`src/rtl/lfsa_pkg.sv`:
```
`timescale 1ns / 1ps
// Shared types and constants for the lowest free slot lease allocator.
// No dependencies; every other file of the block imports this package.
package lfsa_pkg;

    // Width of a timestamp on the request side.
    localparam int TIME_W  = 32;
    // Width of the reported slot number.
    localparam int GRANT_W = 6;

    typedef logic [TIME_W-1:0]  t_time;
    typedef logic [GRANT_W-1:0] t_grant;

    // One entry of the slot table: busy flag and the time the lease ends.
    typedef struct packed {
        logic  busy;
        t_time release_time;
    } t_slot_entry;

endpackage

```
`src/rtl/lfsa_if.sv`:
```
`timescale 1ns / 1ps
// Request and response channel interfaces of the lease allocator.
// Depends on lfsa_pkg for the payload types.

// Lease request channel: start and end time of one lease.
interface lfsa_req_if;
    import lfsa_pkg::*;

    logic  valid;
    logic  ready;
    t_time start_time;
    t_time end_time;

    modport source (output valid, output start_time, output end_time, input ready);
    modport sink   (input valid, input start_time, input end_time, output ready);
endinterface

// Grant channel: slot number and the all-busy flag.
interface lfsa_rsp_if;
    import lfsa_pkg::*;

    logic   valid;
    logic   ready;
    t_grant granted_slot;
    logic   all_busy;

    modport source (output valid, output granted_slot, output all_busy, input ready);
    modport sink   (input valid, input granted_slot, input all_busy, output ready);
endinterface

```
`src/rtl/lfsa_slot_ram.sv`:
```
`timescale 1ns / 1ps
// Slot table memory: one write port and one registered read port.
// Depends on lfsa_pkg for the entry type.
module lfsa_slot_ram #(
    parameter int SLOTS = 64
) (
    input  logic                       i_clk,
    input  logic                       i_wr_en,
    input  logic [$clog2(SLOTS)-1:0]   i_wr_addr,
    input  lfsa_pkg::t_slot_entry      i_wr_data,
    input  logic [$clog2(SLOTS)-1:0]   i_rd_addr,
    output lfsa_pkg::t_slot_entry      o_rd_data
);
    import lfsa_pkg::*;

    t_slot_entry r_mem [SLOTS];
    t_slot_entry r_rd_data;

    // Write port.
    always_ff @(posedge i_clk) begin
        if (i_wr_en) begin
            r_mem[i_wr_addr] <= i_wr_data;
        end
    end

    // Registered read port.
    always_ff @(posedge i_clk) begin
        r_rd_data <= r_mem[i_rd_addr];
    end

    assign o_rd_data = r_rd_data;

endmodule

```
`src/rtl/lowest_free_slot_lease_allocator_top.sv`:
```
`timescale 1ns / 1ps
// Lease allocator top level: sequencer, shared release-time comparator and slot table.
// Depends on lfsa_pkg, lfsa_if and lfsa_slot_ram.

// One comparator walks the slot table one entry per cycle after a request
// is accepted, freeing every lease whose end time is at or before the
// request's start time and remembering the lowest free slot. A drain state
// then compares the last entry from the table's read register, and the grant
// is then written back through the table's single write port. The block is
// ready again in the same cycle as the grant appears, so requests are taken
// one at a time. The grant waits in an output register, so the next request
// can be accepted while the previous grant is still pending; a grant that is
// still pending when the next walk ends holds that walk in its grant state.
// After reset the block walks the table clearing the busy flags of every
// entry before it accepts its first request. The slot number reports the low
// six bits of the slot index; it is zero when all_busy is set.
module lowest_free_slot_lease_allocator_top #(
    parameter int SLOTS = 64
) (
    input  logic              i_clk,
    input  logic              i_rst_n,
    lfsa_req_if.sink          i_req,
    lfsa_rsp_if.source        o_rsp
);
    import lfsa_pkg::*;

    localparam int IDX_W = (SLOTS > 1) ? $clog2(SLOTS) : 1;
    localparam int EXT_W = (IDX_W > GRANT_W) ? IDX_W : GRANT_W;
    localparam logic [IDX_W-1:0] LAST_IDX = IDX_W'(SLOTS - 1);

    typedef enum logic [2:0] {
        ST_CLEAR,
        ST_IDLE,
        ST_SCAN,
        ST_DRAIN,
        ST_GRANT
    } t_state;

    t_state           r_state;
    logic [IDX_W-1:0] r_idx;
    logic [IDX_W-1:0] r_q_idx;
    logic             r_q_vld;
    logic             r_found;
    logic [IDX_W-1:0] r_slot;
    t_time            r_start;
    t_time            r_end;
    logic             r_rsp_vld;
    t_grant           r_rsp_slot;
    logic             r_rsp_busy;

    t_slot_entry      rd_data;
    logic             wr_en;
    logic [IDX_W-1:0] wr_addr;
    t_slot_entry      wr_data;
    logic             expired;
    logic             slot_free;
    logic [EXT_W-1:0] slot_ext;

    // Shared comparator: the entry read last cycle against the request start.
    assign expired   = rd_data.busy && (rd_data.release_time <= r_start);
    assign slot_free = !rd_data.busy || expired;
    assign slot_ext  = EXT_W'(r_slot);

    // Table write port: clearing pass, expiry write-back, or the grant itself.
    always_comb begin
        wr_en   = 1'b0;
        wr_addr = r_q_idx;
        wr_data = '{busy: 1'b0, release_time: r_end};
        case (r_state)
            ST_CLEAR: begin
                wr_en   = 1'b1;
                wr_addr = r_idx;
            end
            ST_GRANT: begin
                wr_en   = r_found && !(r_rsp_vld && !o_rsp.ready);
                wr_addr = r_slot;
                wr_data = '{busy: 1'b1, release_time: r_end};
            end
            default: begin
                wr_en = r_q_vld && expired;
            end
        endcase
    end

    lfsa_slot_ram #(
        .SLOTS (SLOTS)
    ) u_slot_ram (
        .i_clk     (i_clk),
        .i_wr_en   (wr_en),
        .i_wr_addr (wr_addr),
        .i_wr_data (wr_data),
        .i_rd_addr (r_idx),
        .o_rd_data (rd_data)
    );

    // Sequencer and registered response.
    always_ff @(posedge i_clk) begin
        if (!i_rst_n) begin
            r_state   <= ST_CLEAR;
            r_idx     <= '0;
            r_q_vld   <= 1'b0;
            r_found   <= 1'b0;
            r_rsp_vld <= 1'b0;
        end else begin
            // A pending grant leaves once the sink takes it, unless a new one replaces it.
            if (r_rsp_vld && o_rsp.ready && (r_state != ST_GRANT)) begin
                r_rsp_vld <= 1'b0;
            end

            // Remember the lowest free slot seen during the walk.
            if (r_q_vld && slot_free && !r_found) begin
                r_found <= 1'b1;
                r_slot  <= r_q_idx;
            end

            case (r_state)
                ST_CLEAR: begin
                    if (r_idx == LAST_IDX) begin
                        r_idx   <= '0;
                        r_state <= ST_IDLE;
                    end else begin
                        r_idx <= r_idx + 1'b1;
                    end
                end
                ST_IDLE: begin
                    if (i_req.valid) begin
                        r_start <= i_req.start_time;
                        r_end   <= i_req.end_time;
                        r_idx   <= '0;
                        r_found <= 1'b0;
                        r_state <= ST_SCAN;
                    end
                end
                ST_SCAN: begin
                    r_q_vld <= 1'b1;
                    r_q_idx <= r_idx;
                    if (r_idx == LAST_IDX) begin
                        r_state <= ST_DRAIN;
                    end else begin
                        r_idx <= r_idx + 1'b1;
                    end
                end
                ST_DRAIN: begin
                    r_q_vld <= 1'b0;
                    r_state <= ST_GRANT;
                end
                ST_GRANT: begin
                    if (!(r_rsp_vld && !o_rsp.ready)) begin
                        r_rsp_vld  <= 1'b1;
                        r_rsp_slot <= r_found ? slot_ext[GRANT_W-1:0] : '0;
                        r_rsp_busy <= !r_found;
                        r_idx      <= '0;
                        r_state    <= ST_IDLE;
                    end
                end
                default: begin
                    r_state <= ST_IDLE;
                end
            endcase
        end
    end

    assign i_req.ready        = (r_state == ST_IDLE);
    assign o_rsp.valid        = r_rsp_vld;
    assign o_rsp.granted_slot = r_rsp_slot;
    assign o_rsp.all_busy     = r_rsp_busy;

endmodule

```
`src/flat_wrapper.sv`:
```
// flat-port wrapper written by rule: the top's interface ports become plain ports
module lowest_free_slot_lease_allocator_top_flat import lfsa_pkg::*;
#(
    parameter int SLOTS = 64
)
  (i_clk, i_rst_n, i_req_valid, i_req_start_time, i_req_end_time, i_req_ready, o_rsp_valid, o_rsp_granted_slot, o_rsp_all_busy, o_rsp_ready);
  lfsa_req_if i_req_i ();
  lfsa_rsp_if o_rsp_i ();
  input  logic i_clk;
  input  logic i_rst_n;
  input wire logic [$bits(i_req_i.valid)-1:0] i_req_valid;
  input wire logic [$bits(i_req_i.start_time)-1:0] i_req_start_time;
  input wire logic [$bits(i_req_i.end_time)-1:0] i_req_end_time;
  output wire logic [$bits(i_req_i.ready)-1:0] i_req_ready;
  output wire logic [$bits(o_rsp_i.valid)-1:0] o_rsp_valid;
  output wire logic [$bits(o_rsp_i.granted_slot)-1:0] o_rsp_granted_slot;
  output wire logic [$bits(o_rsp_i.all_busy)-1:0] o_rsp_all_busy;
  input wire logic [$bits(o_rsp_i.ready)-1:0] o_rsp_ready;
  assign i_req_i.valid = i_req_valid;
  assign i_req_i.start_time = i_req_start_time;
  assign i_req_i.end_time = i_req_end_time;
  assign i_req_ready = i_req_i.ready;
  assign o_rsp_valid = o_rsp_i.valid;
  assign o_rsp_granted_slot = o_rsp_i.granted_slot;
  assign o_rsp_all_busy = o_rsp_i.all_busy;
  assign o_rsp_i.ready = o_rsp_ready;
  lowest_free_slot_lease_allocator_top #(.SLOTS(SLOTS)) u_core (.i_clk(i_clk), .i_rst_n(i_rst_n), .i_req(i_req_i), .o_rsp(o_rsp_i));
endmodule
```
`config.mk`:
```
export PLATFORM = sky130hd
export DESIGN_NAME = lowest_free_slot_lease_allocator_top_flat
export DESIGN_NICKNAME = d
export VERILOG_FILES = /design/src/rtl/lfsa_pkg.sv /design/src/rtl/lfsa_if.sv /design/src/rtl/lfsa_slot_ram.sv /design/src/rtl/lowest_free_slot_lease_allocator_top.sv /design/src/flat_wrapper.sv
export SDC_FILE = /design/constraint.sdc
export NUM_CORES = 2
export LEC_CHECK = 0
export BUFFER_PORTS_ARGS = -buffer_cell sky130_fd_sc_hd__buf_2
export CAP_MARGIN = 25
export CORE_AREA = 2 2 408 410
export CTS_BUF_LIST = sky130_fd_sc_hd__clkbuf_4
export DETAILED_ROUTE_END_ITERATION = 7
export DIE_AREA = 0 0 410 412
export PLACE_DENSITY = 0.66
export SYNTH_ARGS = -nofsm -noshare
export SYNTH_HDL_FRONTEND = slang
export SYNTH_SLANG_ARGS = --single-unit
```
`constraint.sdc`:
```
create_clock -name i_clk -period 6.8 [get_ports i_clk]
set_input_delay 2.04 -clock i_clk [delete_from_list [all_inputs] [get_ports i_clk]]
set_output_delay 2.04 -clock i_clk [all_outputs]
set_load 0.03 [all_outputs]
```
After elaboration in Yosys (flattened, before gate mapping) --
Memories as Yosys holds them, arrays and structs flattened. A register that Yosys moved wholly into a read port is not among the register bits. Index checks and enable logic that the tools add are counted.
Word-level totals: bits in registers 95, bits in writable memories 2112, input port bits 68, memories 1
Cells by class: add/sub/neg operators 1, order comparisons 1, eq/ne operators 11, multiplexer cells 22, bitwise logic cells 1, reduce and logical (&&, ||, !) cells 22
Memories:
- u_core.u_slot_ram.r_mem | depth 64, bits a word 33, read ports 1, clocked after memory_dff 1, write ports 1, line lfsa_slot_ram.sv:16 | t_slot_entry r_mem [SLOTS];
Operators by type and width (number):
- 33-bit two-way mux | 1
- 32-bit <= comparator | 1
- 6-bit two-way mux | 4
- 6-bit case mux with 4 select lines | 1
- 3-bit case mux with 5 select lines | 1
- 3-bit two-way mux | 4
- 6-bit case mux with 2 select lines | 1
- 1-bit logical AND | 8
- 1-bit two-way mux | 8
- 4-bit AND reduction | 2
- 6-bit by 1-bit adder with 6-bit output, second input constant | 1
- 3-bit by 2-bit equality test with 1-bit output, second input constant | 2
- 6-bit equality test, second input constant | 1
- 2-bit inequality test, second input constant | 3
- 3-bit AND reduction | 2
- 1-bit logical NOT | 4
- 2-bit by 1-bit inequality test with 1-bit output, second input constant | 2
- 1-bit case mux with 2 select lines | 2
- 2-bit AND reduction | 2
- 4-bit nonzero test | 1
- 3-bit by 1-bit equality test with 1-bit output, second input constant | 1
- 3-bit equality test, second input constant | 1
- 3-bit logical NOT | 1
- 3-bit inequality test, second input constant | 1
- other kinds (3) | 3

Depth between registers and ports, before layout --
depth in word-level cells 8, mapped depth 10, mapped depth without buffers 8

Hierarchy --
A second synthesis with hierarchy kept.
Second synthesis, totals: cells, all modules 3901, area, all modules 85330.6 sq um
Modules (own cells, without submodules):
- lfsa_slot_ram | times used 1, cells an instance 3598, area each 81192.9 sq um
- lowest_free_slot_lease_allocator_top | times used 1, cells an instance 303, area each 4137.7 sq um

Worst setup path after synthesis --
OpenSTA, ideal clock, no wires.
kind reg-to-reg, start reg u_core.r_state[2], end mem u_core.u_slot_ram.r_mem[22][0] (netlist bit) (enable), arrival time 5196 ps, slack 1204 ps, stages on the path, launching flop included 9, cell sequence dfxtp_1 buf_2 nor3b_1 o21ai_0 nand4_1 nand2_1 a22oi_1 buf_2 nor2_1
On the way: longest elaborated chain between the ends 4, elaborated cells on any way between the ends 6, classes of those cells eq/ne: 1; mux: 4; reduce/logical: 1
RTL lines:
- start, declared | line lowest_free_slot_lease_allocator_top.sv:39 | t_state r_state;
- start signal, assigned | line lowest_free_slot_lease_allocator_top.sv:99 | r_state <= ST_CLEAR;
- start signal, assigned | line lowest_free_slot_lease_allocator_top.sv:120 | r_state <= ST_IDLE;
- start signal, assigned | line lowest_free_slot_lease_allocator_top.sv:131 | r_state <= ST_SCAN;
- 3-bit equality test / 3-bit logical NOT (equally long branches) | line lowest_free_slot_lease_allocator_top.sv:69 | case (r_state)
- 1-bit case mux with 2 select lines | line lowest_free_slot_lease_allocator_top.sv:69
- 1-bit two-way mux | line lfsa_slot_ram.sv:21 | if (i_wr_en) begin
- 1-bit two-way mux (not written as such) | line lfsa_slot_ram.sv:22 | r_mem[i_wr_addr] <= i_wr_data;
- end, declared | line lfsa_slot_ram.sv:16
Parallel ways exist; a longest one is shown, timed or not.

Worst setup path in the final report --
start reg u_core.r_state[0], end out i_req_ready
On the way: longest elaborated chain between the ends 1
RTL lines:
- 3-bit by 1-bit equality test with 1-bit output | line lowest_free_slot_lease_allocator_top.sv:163 | assign i_req.ready = (r_state == ST_IDLE);
- end, declared | line flat_wrapper.sv:14 | output wire logic [$bits(i_req_i.ready)-1:0] i_req_ready;
No other way between the ends.

==> flow_summary.json <==
{
  "vias_per_cell": 6.09,
  "place_ws_ns": 1.74,
  "drive_above_1_share": 0.391,
  "rsz0062_at_grt": "false",
  "holdWs_ns": 0.458,
  "wirelength_um": 215000,
  "first_pass_iters": 5,
  "ios": 77,
  "crit_family": "flip-flops",
  "synth_seq_cells": 2240,
  "final_max_slew_viol_count": 0,
  "clock-root-buffer": "clkbuf_4",
  "synth_top_cells_by_count": "edfxtp_1 (2,195), mux4_2 (646), nor2_1 (87)",
  "cts-hold-fix-buffers": 0,
  "crit_path_end_kind": "primary output",
  "die_y_um": 412,
  "synth_top_area_frac": 0.775,
  "p_per_area_nw_per_um2": 287,
  "worst_path_largest_cell_delay_ns": 0.68,
  "dp_hpwl_um": 129000,
  "layout.area.seq_um2": 66800,
  "path_cells": "nand2b_1 -> nor2_1 -> buf_2",
  "skew_ns": 0.0813,
  "clk_latency_ns": 1.37,
  "crit_arrival_ns": 2.52,
  "required_ns": 4.76,
  "synth_top_area_cell": "edfxtp_1",
  "core_um2": 164000,
  "synthArstFlopShare": 0,
  "fin_crit_sh": 0.670,
  "critical_path_class": "flip-flop to primary output",
  "cp_max_fo": 18,
  "numCtsBuffers": 571,
  "setup_viol_count_final": 0,
  "drc_errors": 0,
  "worstHoldPathType": "flip-flop to flip-flop",
  "yosysMostFrequentCell": "edfxtp_1",
  "outcome": "complete, no violations",
  "cts_tree": "yes",
  "start_util": 0.518,
  "die_area_um2": 169000,
  "antenna_found_initial": 15,
  "synthFlopType": "edfxtp_1",
  "worst_slew_pin_slew_ns": 1.14,
  "syn-num-nets": 3645,
  "syn_inst": 3544,
  "p_leak_nw": 30.4,
  "wl_per_cell_um": 32.1,
  "cp-start-kind": "flip-flop",
  "port_buffers": 76,
  "critical_path_buf_inv_count": 1,
  "clock-sinks": 2240,
  "netlist_area_um2": 85100,
  "setup_tns_ns": 0,
  "multiInputGateArea_um2": 17800,
  "vias": 40800,
  "clockBufferDepth": 4,
  "grt_max_degree": 133,
  "max_cap_viol_count": 0,
  "cts_resized": 0,
  "ys_warn_count": 0,
  "worst_slack_ns": 2.24,
  "slew_headroom": 0.236,
  "area_delta_synth_final_pct": 13.5,
  "ys_seq_area_frac": 0.785,
  "vdd_drop_max_mv": 0.199,
  "synth.distinct_cells": 48,
  "htree_levels": 6,
  "place_congestion": 0.880,
  "min_period_ns": 4.56,
  "grt_use_total": 0.257,
  "cts_setup_buffers": 0,
  "synth_top_cells_by_area": "edfxtp_1 (77%), mux4_2 (17%), dfxtp_1 (1.1%)",
  "grt_pass1_vias": 41400,
  "die_w_um": 410,
  "rows": 149,
  "crit_slowest_cell": "dfxtp_1",
  "clk_pin_slew_ns": 0.07,
  "synth_edf_count": 2195,
  "clock.fmax_mhz": 220,
  "ant_nets": 0,
  "drt_iter0_markers": 5013,
  "hold_viol_final": 0,
  "overflow": 0,
  "grt_first_pass_wirelength_um": 303000,
  "nets": 4250,
  "avgSynthCellArea_um2": 24.0,
  "fill_cells": 11800
}
-- registers in the layout, indices dropped and copies added, names as in the netlist, 3 cells and up --
name,flops
u_core.r_q_idx,6
u_core.r_state,3
u_core.o_rsp.granted_slot,6
u_core.u_slot_ram.o_rd_data,33
u_core.r_end,32
u_core.r_idx,6
u_core.r_slot,6
u_core.r_start,32
u_core.u_slot_ram.r_mem,2112
-- power breakdown --
| group | leakage [nW] | internal [mW] | switching, mW | total [mW] |
|---|---|---|---|---|
| clock network | 4.02 | 5.66 | 5.16 | 10.8 |
| logic | 6.18 | 0.780 | 0.994 | 1.77 |
| registers | 20.2 | 15.0 | 0.0512 | 15.1 |
| total | 30.4 | 21.5 | 6.20 | 27.7 |
-- metrics by stage --
stage,util,area (um^2),total power [mW],instances
floorplan,-,85100,16.5,3544
global route,0.588,96500,28.7,6701
CTS,0.588,96500,27.9,6693
global placement,0.540,88600,17.2,5712
detailed placement,0.547,89800,17.2,5763
finish,0.588,96600,27.7,6703
-- path summary, 6_finish.rpt --
path	from	endpoint	slack, ns	depth (start not counted)
setup reg to reg	u_core.r_state[2]	u_core.u_slot_ram.r_mem[26][27]	2.24	6
hold reg to reg	u_core.r_q_idx[1]	u_core.r_slot[1]	0.46	0
setup / recovery	u_core.r_state[0]	i_req_ready	2.24	3
hold / removal	u_core.r_q_idx[1]	u_core.r_slot[1]	0.46	0
-- cells by family (layout without fill, tap and decap cells) --
kind of cell | count (synthesis) | count (layout) | synth area share
simple gates | 231 | 231 | 0.0121
compound gates | 151 | 151 | 0.0123
flops | 2240 | 2240 | 0.785
other cells | 0 | 8 | 0
mux | 668 | 668 | 0.174
fa+ha+maj | 33 | 33 | 0.00485
buf+inv | 216 | 1178 | 0.0111
xor+xnor | 5 | 5 | 0.000515
-- cells in the final DEF, fill, tap and decap left out, types with 11 or more instances in the layout --
master and instances:
a211oi_1 15, a21oi_1 31, a22oi_1 59, buf_12 33, buf_16 24, buf_2 77
buf_4 77, clkbuf_4 797, clkinv_1 105, dfxtp_1 41, edfxtp_1 2195, ha_1 33
inv_1 36, inv_2 11, mux2i_1 21, mux4_2 646, nand2_1 77, nor2_1 21
nor2_4 66, nor2b_1 18, o21ai_0 12
-- layout make-up --
type / instances / share of cell area
multi-input combinational: 1088 / 0.185
inverter: 36 / 0.00140
timing repair buffer: 212 / 0.0237
tap: 2189 / 0.0284
sequential: 2240 / 0.692
clock buffer: 796 / 0.0619
antenna: 8 / 0.000207
clock inverter: 134 / 0.00754
-- layer usage --
layer  wire (um)  GRT usage  up-vias
li1            -          -    16800
met1       82000      0.345    21600
met2      110000      0.427     2095
met3       17100     0.0496      296
met4        5940     0.0911        6
met5          41          0        -
(Power assumes the default switching activity.)
